==> src/rtl/core/metf_pkg.sv <==
package metf_pkg;

    localparam int unsigned ACTION_W     = 2;
    localparam int unsigned CAN_ID_W     = 11;
    localparam int unsigned MOTOR_W      = 4;
    localparam int unsigned SLOT_W       = 4;
    localparam int unsigned IDX_MAX_W    = 3;
    localparam int unsigned GEAR_MASK_W  = 16;
    localparam int unsigned ANGLE_W      = 16;
    localparam int unsigned TURNS_W      = 16;
    localparam int unsigned WORD_W       = 16;
    localparam int unsigned SHAFT_W      = 29;
    localparam int unsigned COUNT_SHIFT  = 13;
    localparam int unsigned X_W          = 30;
    localparam int unsigned MAG_W        = 29;
    localparam int unsigned MAG_SPLIT    = 15;
    localparam int unsigned RECIP_W      = 36;
    localparam int unsigned RECIP_SHIFT  = 36;
    localparam int unsigned PP_LO_W      = MAG_SPLIT + RECIP_W;
    localparam int unsigned PP_HI_W      = MAG_W - MAG_SPLIT + RECIP_W;
    localparam int unsigned SUM_W        = MAG_W + RECIP_W + 1;

    localparam logic [CAN_ID_W-1:0]     BASE_ID        = 11'h201;
    localparam logic signed [ANGLE_W:0] JUMP_LIMIT     = 17'sd4096;
    localparam logic signed [ANGLE_W:0] JUMP_LIMIT_NEG = -17'sd4096;
    localparam logic signed [TURNS_W-1:0] TURNS_MAX    = 16'sh7FFF;
    localparam logic signed [TURNS_W-1:0] TURNS_MIN    = 16'sh8000;

    // ceil(45 * 2^36 / (4 * gear)), exact quotient for magnitudes below 2^29
    localparam logic [RECIP_W-1:0] RECIP_GEAR_LOW  = 36'd40689163857;
    localparam logic [RECIP_W-1:0] RECIP_GEAR_HIGH = 36'd21474836480;

    typedef enum logic [ACTION_W-1:0] {
        ACT_FEEDBACK = 2'd0,
        ACT_REGISTER = 2'd1,
        ACT_CLEAR    = 2'd2
    } metf_action_t;

    typedef struct packed {
        logic [ACTION_W-1:0] action;
        logic                bus;
        logic [CAN_ID_W-1:0] can_id;
        logic [MOTOR_W-1:0]  motor_number;
        logic [7:0]          angle_high;
        logic [7:0]          angle_low;
        logic [7:0]          speed_high;
        logic [7:0]          speed_low;
        logic [7:0]          current_high;
        logic [7:0]          current_low;
    } metf_item_t;

    typedef struct packed {
        logic                      hit;
        logic [SLOT_W-1:0]         slot;
        logic signed [TURNS_W-1:0] turns;
        logic signed [WORD_W-1:0]  speed;
        logic signed [WORD_W-1:0]  current;
    } metf_info_t;

    typedef struct packed {
        metf_info_t            info;
        logic signed [X_W-1:0] x;
    } metf_track_t;

endpackage

==> src/rtl/core/metf_if.sv <==
interface metf_frame_if;
    import metf_pkg::*;

    logic                valid;
    logic                ready;
    logic [ACTION_W-1:0] action;
    logic                bus;
    logic [CAN_ID_W-1:0] can_id;
    logic [MOTOR_W-1:0]  motor_number;
    logic [7:0]          angle_high;
    logic [7:0]          angle_low;
    logic [7:0]          speed_high;
    logic [7:0]          speed_low;
    logic [7:0]          current_high;
    logic [7:0]          current_low;

    modport source
    (
        output valid, action, bus, can_id, motor_number, angle_high, angle_low,
               speed_high, speed_low, current_high, current_low,
        input  ready
    );

    modport sink
    (
        input  valid, action, bus, can_id, motor_number, angle_high, angle_low,
               speed_high, speed_low, current_high, current_low,
        output ready
    );
endinterface

interface metf_report_if;
    import metf_pkg::*;

    logic                      valid;
    logic                      ready;
    logic                      hit;
    logic [SLOT_W-1:0]         slot;
    logic signed [TURNS_W-1:0] turns;
    logic signed [SHAFT_W-1:0] shaft_angle_q8;
    logic signed [WORD_W-1:0]  speed;
    logic signed [WORD_W-1:0]  current;

    modport source
    (
        output valid, hit, slot, turns, shaft_angle_q8, speed, current,
        input  ready
    );

    modport sink
    (
        input  valid, hit, slot, turns, shaft_angle_q8, speed, current,
        output ready
    );
endinterface

==> src/rtl/core/metf_slot_bank.sv <==
module metf_slot_bank #(
    parameter int BUSES         = 2,
    parameter int SLOTS_PER_BUS = 8
) (
    input  logic                  clk,
    input  logic                  rst_n,
    input  metf_pkg::metf_item_t  item,
    input  logic                  apply,
    output metf_pkg::metf_track_t track
);
    import metf_pkg::*;

    localparam int NUM_SLOTS = BUSES * SLOTS_PER_BUS;
    localparam int IDX_W     = (NUM_SLOTS > 1) ? $clog2(NUM_SLOTS) : 1;

    logic [NUM_SLOTS-1:0]      registered_reg;
    logic [ANGLE_W-1:0]        prev_angle_reg [NUM_SLOTS];
    logic signed [TURNS_W-1:0] turn_count_reg [NUM_SLOTS];
    logic [ANGLE_W-1:0]        angle_offset_reg [NUM_SLOTS];

    logic                      registered_next;
    logic [ANGLE_W-1:0]        prev_angle_next;
    logic signed [TURNS_W-1:0] turn_count_next;
    logic [ANGLE_W-1:0]        angle_offset_next;

    logic                      bus_ok;
    logic                      id_ok;
    logic                      num_ok;
    logic                      addr_ok;
    logic                      slot_hit;
    logic [CAN_ID_W-1:0]       id_off;
    logic [MOTOR_W-1:0]        num_off;
    logic [IDX_MAX_W-1:0]      idx;
    logic [SLOT_W-1:0]         slot;
    logic [IDX_W-1:0]          sel;
    logic                      registered_cur;
    logic [ANGLE_W-1:0]        last_cur;
    logic signed [TURNS_W-1:0] turns_cur;
    logic [ANGLE_W-1:0]        offset_cur;
    logic [ANGLE_W-1:0]        angle;
    logic signed [ANGLE_W:0]   delta;
    logic signed [WORD_W-1:0]  speed;
    logic signed [WORD_W-1:0]  current;
    logic signed [X_W-1:0]     x;

    assign angle   = {item.angle_high, item.angle_low};
    assign bus_ok  = int'(item.bus) < BUSES;
    assign id_off  = item.can_id - BASE_ID;
    assign id_ok   = (item.can_id >= BASE_ID) && (id_off < CAN_ID_W'(SLOTS_PER_BUS));
    assign num_off = item.motor_number - MOTOR_W'(1);
    assign num_ok  = (item.motor_number != '0)
                  && (item.motor_number <= MOTOR_W'(SLOTS_PER_BUS));

    always_comb
    begin
        case (metf_action_t'(item.action))
            ACT_FEEDBACK:
            begin
                addr_ok = bus_ok && id_ok;
                idx     = id_off[IDX_MAX_W-1:0];
            end
            ACT_REGISTER, ACT_CLEAR:
            begin
                addr_ok = bus_ok && num_ok;
                idx     = num_off[IDX_MAX_W-1:0];
            end
            default:
            begin
                addr_ok = 1'b0;
                idx     = '0;
            end
        endcase
    end

    assign slot = SLOT_W'(item.bus) * SLOT_W'(SLOTS_PER_BUS) + SLOT_W'(idx);
    assign sel  = addr_ok ? IDX_W'(slot) : '0;

    assign registered_cur = registered_reg[sel];
    assign last_cur       = prev_angle_reg[sel];
    assign turns_cur      = turn_count_reg[sel];
    assign offset_cur     = angle_offset_reg[sel];

    assign delta = $signed({1'b0, angle}) - $signed({1'b0, last_cur});

    always_comb
    begin
        registered_next   = registered_cur;
        prev_angle_next   = last_cur;
        turn_count_next   = turns_cur;
        angle_offset_next = offset_cur;
        slot_hit          = 1'b0;
        speed             = '0;
        current           = '0;
        case (metf_action_t'(item.action))
            ACT_FEEDBACK:
            begin
                if (addr_ok && registered_cur)
                begin
                    slot_hit        = 1'b1;
                    prev_angle_next = angle;
                    speed           = $signed({item.speed_high, item.speed_low});
                    current         = $signed({item.current_high, item.current_low});
                    if (delta > JUMP_LIMIT)
                    begin
                        if (turns_cur != TURNS_MIN)
                            turn_count_next = turns_cur - 16'sd1;
                    end
                    else if (delta < JUMP_LIMIT_NEG)
                    begin
                        if (turns_cur != TURNS_MAX)
                            turn_count_next = turns_cur + 16'sd1;
                    end
                end
            end
            ACT_REGISTER:
            begin
                if (addr_ok)
                begin
                    slot_hit          = 1'b1;
                    registered_next   = 1'b1;
                    turn_count_next   = '0;
                    angle_offset_next = last_cur;
                end
            end
            ACT_CLEAR:
            begin
                if (addr_ok && registered_cur)
                begin
                    slot_hit        = 1'b1;
                    turn_count_next = '0;
                end
            end
            default:
            begin
                slot_hit = 1'b0;
            end
        endcase
    end

    assign x = X_W'($signed({turn_count_next, {COUNT_SHIFT{1'b0}}}))
             + X_W'($signed({1'b0, prev_angle_next}))
             - X_W'($signed({1'b0, angle_offset_next}));

    always_comb
    begin
        track.info.hit     = slot_hit;
        track.info.slot    = slot_hit ? slot : '0;
        track.info.turns   = slot_hit ? turn_count_next : '0;
        track.info.speed   = speed;
        track.info.current = current;
        track.x            = slot_hit ? x : '0;
    end

    always_ff @(posedge clk or negedge rst_n)
    begin
        if (!rst_n)
        begin
            registered_reg <= '0;
            for (int i = 0; i < NUM_SLOTS; i++)
            begin
                prev_angle_reg[i]   <= '0;
                turn_count_reg[i]   <= '0;
                angle_offset_reg[i] <= '0;
            end
        end
        else if (apply && slot_hit)
        begin
            registered_reg[sel]   <= registered_next;
            prev_angle_reg[sel]   <= prev_angle_next;
            turn_count_reg[sel]   <= turn_count_next;
            angle_offset_reg[sel] <= angle_offset_next;
        end
    end

endmodule

==> src/rtl/core/multiturn_encoder_feedback_tracker_top.sv <==
// Multi-turn encoder tracker. Takes one beat per clock on frame while the pipeline
// is not backed up by a report stall, and returns one report beat per frame beat,
// in order. The first stage after the input register reads and updates the
// addressed slot in flip-flops, so back-to-back beats to the same slot need no
// forwarding; the following three stages take the magnitude of the unwrapped
// count, multiply it by the gear reciprocal as two partial products, and
// recombine and sign the shaft angle. A stall on report backs up stage by stage,
// and frame stays ready while any stage has room. The gear mask is written
// through cfg_we / cfg_wdata; the user must write it only while idle, as the
// block itself does not enforce this.
module multiturn_encoder_feedback_tracker_top #(
    parameter int BUSES         = 2,
    parameter int SLOTS_PER_BUS = 8
) (
    input  logic                             clk,
    input  logic                             rst_n,
    input  logic                             cfg_we,
    input  logic [metf_pkg::GEAR_MASK_W-1:0] cfg_wdata,
    metf_frame_if.sink                       frame,
    metf_report_if.source                    report
);
    import metf_pkg::*;

    logic [GEAR_MASK_W-1:0] gear_mask_reg;

    logic s0_valid_reg;
    logic s1_valid_reg;
    logic s2_valid_reg;
    logic s3_valid_reg;
    logic out_valid_reg;
    logic adv0;
    logic adv1;
    logic adv2;
    logic adv3;
    logic adv4;

    metf_item_t            s0_item_reg;
    metf_track_t           s1_track_next;
    metf_track_t           s1_track_reg;
    metf_info_t            s2_info_reg;
    logic                  s2_neg_reg;
    logic                  s2_neg_next;
    logic [MAG_W-1:0]      s2_mag_reg;
    logic [MAG_W-1:0]      s2_mag_next;
    logic                  s2_gear_high_reg;
    metf_info_t            s3_info_reg;
    logic                  s3_neg_reg;
    logic [PP_LO_W-1:0]    s3_pp_lo_reg;
    logic [PP_LO_W-1:0]    s3_pp_lo_next;
    logic [PP_HI_W-1:0]    s3_pp_hi_reg;
    logic [PP_HI_W-1:0]    s3_pp_hi_next;
    logic [RECIP_W-1:0]    recip;
    metf_info_t            out_info_reg;
    logic signed [SHAFT_W-1:0] out_shaft_reg;
    logic signed [SHAFT_W-1:0] out_shaft_next;
    logic [SUM_W-1:0]      sum;
    logic [MAG_W-1:0]      quot;
    metf_item_t            frame_item;

    assign adv4 = !out_valid_reg || report.ready;
    assign adv3 = !s3_valid_reg || adv4;
    assign adv2 = !s2_valid_reg || adv3;
    assign adv1 = !s1_valid_reg || adv2;
    assign adv0 = !s0_valid_reg || adv1;
    assign frame.ready = adv0;

    always_comb
    begin
        frame_item.action       = frame.action;
        frame_item.bus          = frame.bus;
        frame_item.can_id       = frame.can_id;
        frame_item.motor_number = frame.motor_number;
        frame_item.angle_high   = frame.angle_high;
        frame_item.angle_low    = frame.angle_low;
        frame_item.speed_high   = frame.speed_high;
        frame_item.speed_low    = frame.speed_low;
        frame_item.current_high = frame.current_high;
        frame_item.current_low  = frame.current_low;
    end

    metf_slot_bank #(
        .BUSES         (BUSES),
        .SLOTS_PER_BUS (SLOTS_PER_BUS)
    ) u_slot_bank (
        .clk   (clk),
        .rst_n (rst_n),
        .item  (s0_item_reg),
        .apply (s0_valid_reg && adv1),
        .track (s1_track_next)
    );

    assign s2_neg_next = s1_track_reg.x < 0;
    assign s2_mag_next = s2_neg_next ? MAG_W'(-s1_track_reg.x) : MAG_W'(s1_track_reg.x);

    assign recip         = s2_gear_high_reg ? RECIP_GEAR_HIGH : RECIP_GEAR_LOW;
    assign s3_pp_lo_next = PP_LO_W'(s2_mag_reg[MAG_SPLIT-1:0]) * PP_LO_W'(recip);
    assign s3_pp_hi_next = PP_HI_W'(s2_mag_reg[MAG_W-1:MAG_SPLIT]) * PP_HI_W'(recip);

    assign sum  = (SUM_W'(s3_pp_hi_reg) << MAG_SPLIT) + SUM_W'(s3_pp_lo_reg);
    assign quot = sum[RECIP_SHIFT +: MAG_W];
    assign out_shaft_next = s3_neg_reg ? $signed(-quot) : $signed(quot);

    always_ff @(posedge clk or negedge rst_n)
    begin
        if (!rst_n)
        begin
            gear_mask_reg <= '0;
        end
        else if (cfg_we)
        begin
            gear_mask_reg <= cfg_wdata;
        end
    end

    always_ff @(posedge clk or negedge rst_n)
    begin
        if (!rst_n)
        begin
            s0_valid_reg  <= 1'b0;
            s1_valid_reg  <= 1'b0;
            s2_valid_reg  <= 1'b0;
            s3_valid_reg  <= 1'b0;
            out_valid_reg <= 1'b0;
        end
        else
        begin
            if (adv0)
                s0_valid_reg <= frame.valid;
            if (adv1)
                s1_valid_reg <= s0_valid_reg;
            if (adv2)
                s2_valid_reg <= s1_valid_reg;
            if (adv3)
                s3_valid_reg <= s2_valid_reg;
            if (adv4)
                out_valid_reg <= s3_valid_reg;
        end
    end

    // payload: advance only with a beat behind it
    always_ff @(posedge clk)
    begin
        if (adv0 && frame.valid)
            s0_item_reg <= frame_item;
        if (adv1 && s0_valid_reg)
            s1_track_reg <= s1_track_next;
        if (adv2 && s1_valid_reg)
        begin
            s2_info_reg      <= s1_track_reg.info;
            s2_neg_reg       <= s2_neg_next;
            s2_mag_reg       <= s2_mag_next;
            s2_gear_high_reg <= gear_mask_reg[s1_track_reg.info.slot];
        end
        if (adv3 && s2_valid_reg)
        begin
            s3_info_reg  <= s2_info_reg;
            s3_neg_reg   <= s2_neg_reg;
            s3_pp_lo_reg <= s3_pp_lo_next;
            s3_pp_hi_reg <= s3_pp_hi_next;
        end
        if (adv4 && s3_valid_reg)
        begin
            out_info_reg  <= s3_info_reg;
            out_shaft_reg <= out_shaft_next;
        end
    end

    assign report.valid          = out_valid_reg;
    assign report.hit            = out_info_reg.hit;
    assign report.slot           = out_info_reg.slot;
    assign report.turns          = out_info_reg.turns;
    assign report.shaft_angle_q8 = out_shaft_reg;
    assign report.speed          = out_info_reg.speed;
    assign report.current        = out_info_reg.current;

    a_miss_zero : assert property (@(posedge clk) disable iff (!rst_n)
        report.valid && !report.hit |->
            report.slot == '0 && report.turns == '0 && report.shaft_angle_q8 == '0
            && report.speed == '0 && report.current == '0)
        else $error("miss beat carries non-zero fields");

    a_miss_no_count : assert property (@(posedge clk) disable iff (!rst_n)
        s1_valid_reg && !s1_track_reg.info.hit |-> s1_track_reg.x == '0)
        else $error("miss beat carries an unwrapped count");

    a_neg_nonzero : assert property (@(posedge clk) disable iff (!rst_n)
        s2_valid_reg && s2_neg_reg |-> s2_mag_reg != '0)
        else $error("negative count with zero magnitude");

    a_full_stall : assert property (@(posedge clk) disable iff (!rst_n)
        s0_valid_reg && s1_valid_reg && s2_valid_reg && s3_valid_reg && out_valid_reg
            && !report.ready |-> !frame.ready)
        else $error("frame ready while every stage is held");

endmodule

==> src/flat_wrapper.sv <==
// flat-port wrapper written by rule: the top's interface ports become plain ports
module multiturn_encoder_feedback_tracker_top_flat import metf_pkg::*;
#(
    parameter int BUSES         = 2,
    parameter int SLOTS_PER_BUS = 8
)
  (clk, rst_n, cfg_we, cfg_wdata, frame_valid, frame_action, frame_bus, frame_can_id, frame_motor_number, frame_angle_high, frame_angle_low, frame_speed_high, frame_speed_low, frame_current_high, frame_current_low, frame_ready, report_valid, report_hit, report_slot, report_turns, report_shaft_angle_q8, report_speed, report_current, report_ready);
  metf_frame_if frame_i ();
  metf_report_if report_i ();
  input  logic clk;
  input  logic rst_n;
  input  logic cfg_we;
  input  logic [metf_pkg::GEAR_MASK_W-1:0] cfg_wdata;
  input wire logic [$bits(frame_i.valid)-1:0] frame_valid;
  input wire logic [$bits(frame_i.action)-1:0] frame_action;
  input wire logic [$bits(frame_i.bus)-1:0] frame_bus;
  input wire logic [$bits(frame_i.can_id)-1:0] frame_can_id;
  input wire logic [$bits(frame_i.motor_number)-1:0] frame_motor_number;
  input wire logic [$bits(frame_i.angle_high)-1:0] frame_angle_high;
  input wire logic [$bits(frame_i.angle_low)-1:0] frame_angle_low;
  input wire logic [$bits(frame_i.speed_high)-1:0] frame_speed_high;
  input wire logic [$bits(frame_i.speed_low)-1:0] frame_speed_low;
  input wire logic [$bits(frame_i.current_high)-1:0] frame_current_high;
  input wire logic [$bits(frame_i.current_low)-1:0] frame_current_low;
  output wire logic [$bits(frame_i.ready)-1:0] frame_ready;
  output wire logic [$bits(report_i.valid)-1:0] report_valid;
  output wire logic [$bits(report_i.hit)-1:0] report_hit;
  output wire logic [$bits(report_i.slot)-1:0] report_slot;
  output wire logic [$bits(report_i.turns)-1:0] report_turns;
  output wire logic [$bits(report_i.shaft_angle_q8)-1:0] report_shaft_angle_q8;
  output wire logic [$bits(report_i.speed)-1:0] report_speed;
  output wire logic [$bits(report_i.current)-1:0] report_current;
  input wire logic [$bits(report_i.ready)-1:0] report_ready;
  assign frame_i.valid = frame_valid;
  assign frame_i.action = frame_action;
  assign frame_i.bus = frame_bus;
  assign frame_i.can_id = frame_can_id;
  assign frame_i.motor_number = frame_motor_number;
  assign frame_i.angle_high = frame_angle_high;
  assign frame_i.angle_low = frame_angle_low;
  assign frame_i.speed_high = frame_speed_high;
  assign frame_i.speed_low = frame_speed_low;
  assign frame_i.current_high = frame_current_high;
  assign frame_i.current_low = frame_current_low;
  assign frame_ready = frame_i.ready;
  assign report_valid = report_i.valid;
  assign report_hit = report_i.hit;
  assign report_slot = report_i.slot;
  assign report_turns = report_i.turns;
  assign report_shaft_angle_q8 = report_i.shaft_angle_q8;
  assign report_speed = report_i.speed;
  assign report_current = report_i.current;
  assign report_i.ready = report_ready;
  multiturn_encoder_feedback_tracker_top #(.BUSES(BUSES), .SLOTS_PER_BUS(SLOTS_PER_BUS)) u_core (.clk(clk), .rst_n(rst_n), .cfg_we(cfg_we), .cfg_wdata(cfg_wdata), .frame(frame_i), .report(report_i));
endmodule
==> config.mk <==
export PLATFORM = sky130hd
export DESIGN_NAME = multiturn_encoder_feedback_tracker_top_flat
export DESIGN_NICKNAME = d
export VERILOG_FILES = /design/src/rtl/core/metf_pkg.sv /design/src/rtl/core/metf_if.sv /design/src/rtl/core/metf_slot_bank.sv /design/src/rtl/core/multiturn_encoder_feedback_tracker_top.sv /design/src/flat_wrapper.sv
export SDC_FILE = /design/constraint.sdc
export NUM_CORES = 2
export LEC_CHECK = 0
export BUFFER_PORTS_ARGS = -buffer_cell sky130_fd_sc_hd__buf_2
export CAP_MARGIN = 30
export CORE_MARGIN = 2
export CORE_UTILIZATION = 60
export CTS_CLUSTER_DIAMETER = 40
export DETAILED_ROUTE_END_ITERATION = 8
export GPL_ROUTABILITY_DRIVEN = 0
export PLACE_DENSITY = 0.77
export SKIP_LAST_GASP = 1
export SLEW_MARGIN = 10
export SYNTH_ARGS = -nofsm -noshare
export SYNTH_HDL_FRONTEND = slang
export SYNTH_SLANG_ARGS = --single-unit
export TNS_END_PERCENT = 30
==> constraint.sdc <==
create_clock -name clk -period 12.3 [get_ports clk]
set_input_delay 0.615 -clock clk [delete_from_list [all_inputs] [get_ports clk]]
set_output_delay 0.615 -clock clk [all_outputs]
set_load 0.05 [all_outputs]
==> impl_metrics.json <==
{
  "placed_area_sq_mm": 0.0736,
  "cts_root_buffer": "clkbuf_16",
  "rows": 126,
  "setup_tns_ps": 0,
  "cts_buffers": 154,
  "clk_pin_slew_ps": 60,
  "cts_resized": 0,
  "ys_seq_area_share_pct": 47.6,
  "postRouteWirelength_mm": 194,
  "die_w_um": 348,
  "nets": 7856,
  "required_ps": 12810,
  "syn2layout_area_growth_pct": 12.4,
  "maxCapViolCount": 0,
  "hp-class": "primary input to flop",
  "postCtsHoldBufs": 60,
  "slew_headroom_pct": 24.6,
  "antenna_found_initial": 7,
  "postCtsSetupRepairBufs": 0,
  "vias": 54321,
  "dp.final_hpwl_mm": 130,
  "finalCriticalPeriod_ps": 11590,
  "synth_top_cell_area_share_pct": 28.4,
  "syn-cell-area_sq_mm": 0.0710,
  "skew_ps": 42.8,
  "clock_latency_ps": 800,
  "ant_nets": 0,
  "finalInstanceArea_sq_mm": 0.0798,
  "yosys.area.top_type": "dfrtp_1",
  "status": "finished with violations",
  "dp.cells": 8301,
  "wire_per_inst_um": 22.4,
  "stdcell_count": 8668,
  "min_period_over_period_pct": 94.2,
  "cts.sink_count": 1260,
  "first_global_vias": 54680,
  "grt.overflow.total": 0,
  "io_buffers": 170,
  "synthFlopType": "dfrtp_1",
  "slew_violations": 0,
  "core_sq_mm": 0.118,
  "synth_area_leaders": "dfrtp_1, edfxtp_1, fa_1",
  "crit_slowest_cell": "a32o_1",
  "drc": 10,
  "grt_usage_pct": 32.3,
  "vias_per_cell": 6.27,
  "ys_seq_elements": 1260,
  "worst_pin_slew_ps": 1130,
  "fmax_ghz": 0.0863,
  "worst_setup_path_start_kind": "flop",
  "crit_fanout": 40,
  "cp_data_arrival_time_ps": 12100,
  "violations": "design-rule violations",
  "grt_max_degree": 191,
  "yosys_warnings": 0,
  "critical_path_class": "flop to flop",
  "drive_gt1_share_pct": 9.71,
  "ctsHtreeMaxLevel": 4,
  "firstDrtPassIters": 9,
  "die_area_sq_mm": 0.121,
  "die_y_um": 348,
  "final_common_cell": "nand2_1",
  "synth_edf_count": 455,
  "final_cell_mix": "nand2_1, dfrtp_1, o21ai_0, inv_1, edfxtp_1",
  "hold_viol": 0,
  "clock_path_buffers": 3,
  "rsz0062_at_grt": "false",
  "async_flop_share_pct": 63.9,
  "start_util_pct": 60.3,
  "netlist_instances": 6848,
  "setup_violations": 0,
  "grt_pass1_wl_mm": 304,
  "dr.first_iter.drc_count": 6437,
  "whs_ps": 21.0,
  "nFillCells": 8467,
  "synth_cell_types": 106,
  "crit_path_end_kind": "flop",
  "cts_tree": "done",
  "slowest_delay_ps": 800,
  "syn_avg_cell_area_sq_um": 10.4,
  "io_pins": 171
}
==> cell usage after synthesis, types with 52 or more instances <==
| cell | count |
|---|---|
| nor2_1 | 324 |
| nand2_1 | 1162 |
| nand2b_1 | 70 |
| clkbuf_1 | 308 |
| nand3_1 | 68 |
| and2_1 | 62 |
| fa_1 | 322 |
| a21oi_1 | 192 |
| a31oi_1 | 78 |
| ha_1 | 451 |
| inv_1 | 502 |
| nor3_1 | 77 |
| xor2_1 | 52 |
| o21ai_1 | 106 |
| o21ai_0 | 748 |
| a222oi_1 | 71 |
| edfxtp_1 | 455 |
| dfrtp_1 | 805 |
| xnor2_1 | 137 |
| a22o_1 | 71 |
| o22ai_1 | 62 |
==> critical path: cells and delay by family, from the launching register on <==
kind,cells,cell delay [ps]
AO/OA/AOI/OAI,17,5900
XOR/XNOR,1,160
adder cells (fa/ha/maj),4,1400
buffers and inverters,2,190
flip-flops,1,420
multiplexers,1,320
AND/OR/NAND/NOR,11,2920
==> through the flow <==
| stage | util [%] | worst slack, ps |
|---|---|---|
| after floorplan | - | 2640 |
| after global placement | 62.3 | 1480 |
| after detailed placement | 62.5 | 1270 |
| after CTS | 67.6 | 1240 |
| after global routing | 67.8 | 271 |
| final | 67.8 | 707 |
==> cells by family after synthesis <==
| kind of cell | after synthesis | share of synthesized area (%) |
|---|---|---|
| mux | 85 | 1.37 |
| simple gates | 1964 | 12.0 |
| buf+inv | 889 | 4.85 |
| xor+xnor | 189 | 2.33 |
| other cells | 1 | 0.00528 |
| compound gates | 1682 | 14.8 |
| flops | 1260 | 47.6 |
| fa+ha+maj | 778 | 17.1 |
==> path summary, 6_finish.rpt <==
kind | startpoint | to | slack (ps) | cells past startpoint
worst max-delay path | u_core.s0_item_reg[64] | u_core.s1_track_reg[27] | 710 | 36
worst min-delay path | frame_angle_high[0] | u_core.s0_item_reg[40] | 20 | 1
worst max register to register | u_core.s0_item_reg[64] | u_core.s1_track_reg[27] | 710 | 36
worst min register to register | u_core.s3_info_reg[12] | u_core.report.current[12] | 400 | 0
max in group asynchronous | rst_n | u_core.u_slot_bank.turn_count_reg[238] | 9230 | 6
min in group asynchronous | rst_n | u_core.u_slot_bank.angle_offset_reg[82] | 460 | 2
==> metal layers <==
layer / part of all wire [%] / track usage, % / wire length, um
met4: 5.7 / 17.1 / 11200
met1: 38 / 41.3 / 73900
met2: 46 / 51.3 / 89900
met5: 0.0062 / 0 / 12
met3: 10 / 7.69 / 19400
==> area by class of cell <==
cell class,count,area (sq um),area share (%)
Timing Repair Buffer,356,2740,3.43
Inverter,509,1910,2.39
Tap cell,1536,1920,2.41
Antenna cell,5,12.5,0.0157
Multi-Input combinational cell,4715,34100,42.7
Sequential cell,1260,33800,42.4
Clock inverter,93,1150,1.44
Clock buffer,194,4200,5.26
Power is not shown: default switching activity piles up to over one toggle a cycle in this logic, so the estimate is an artifact.
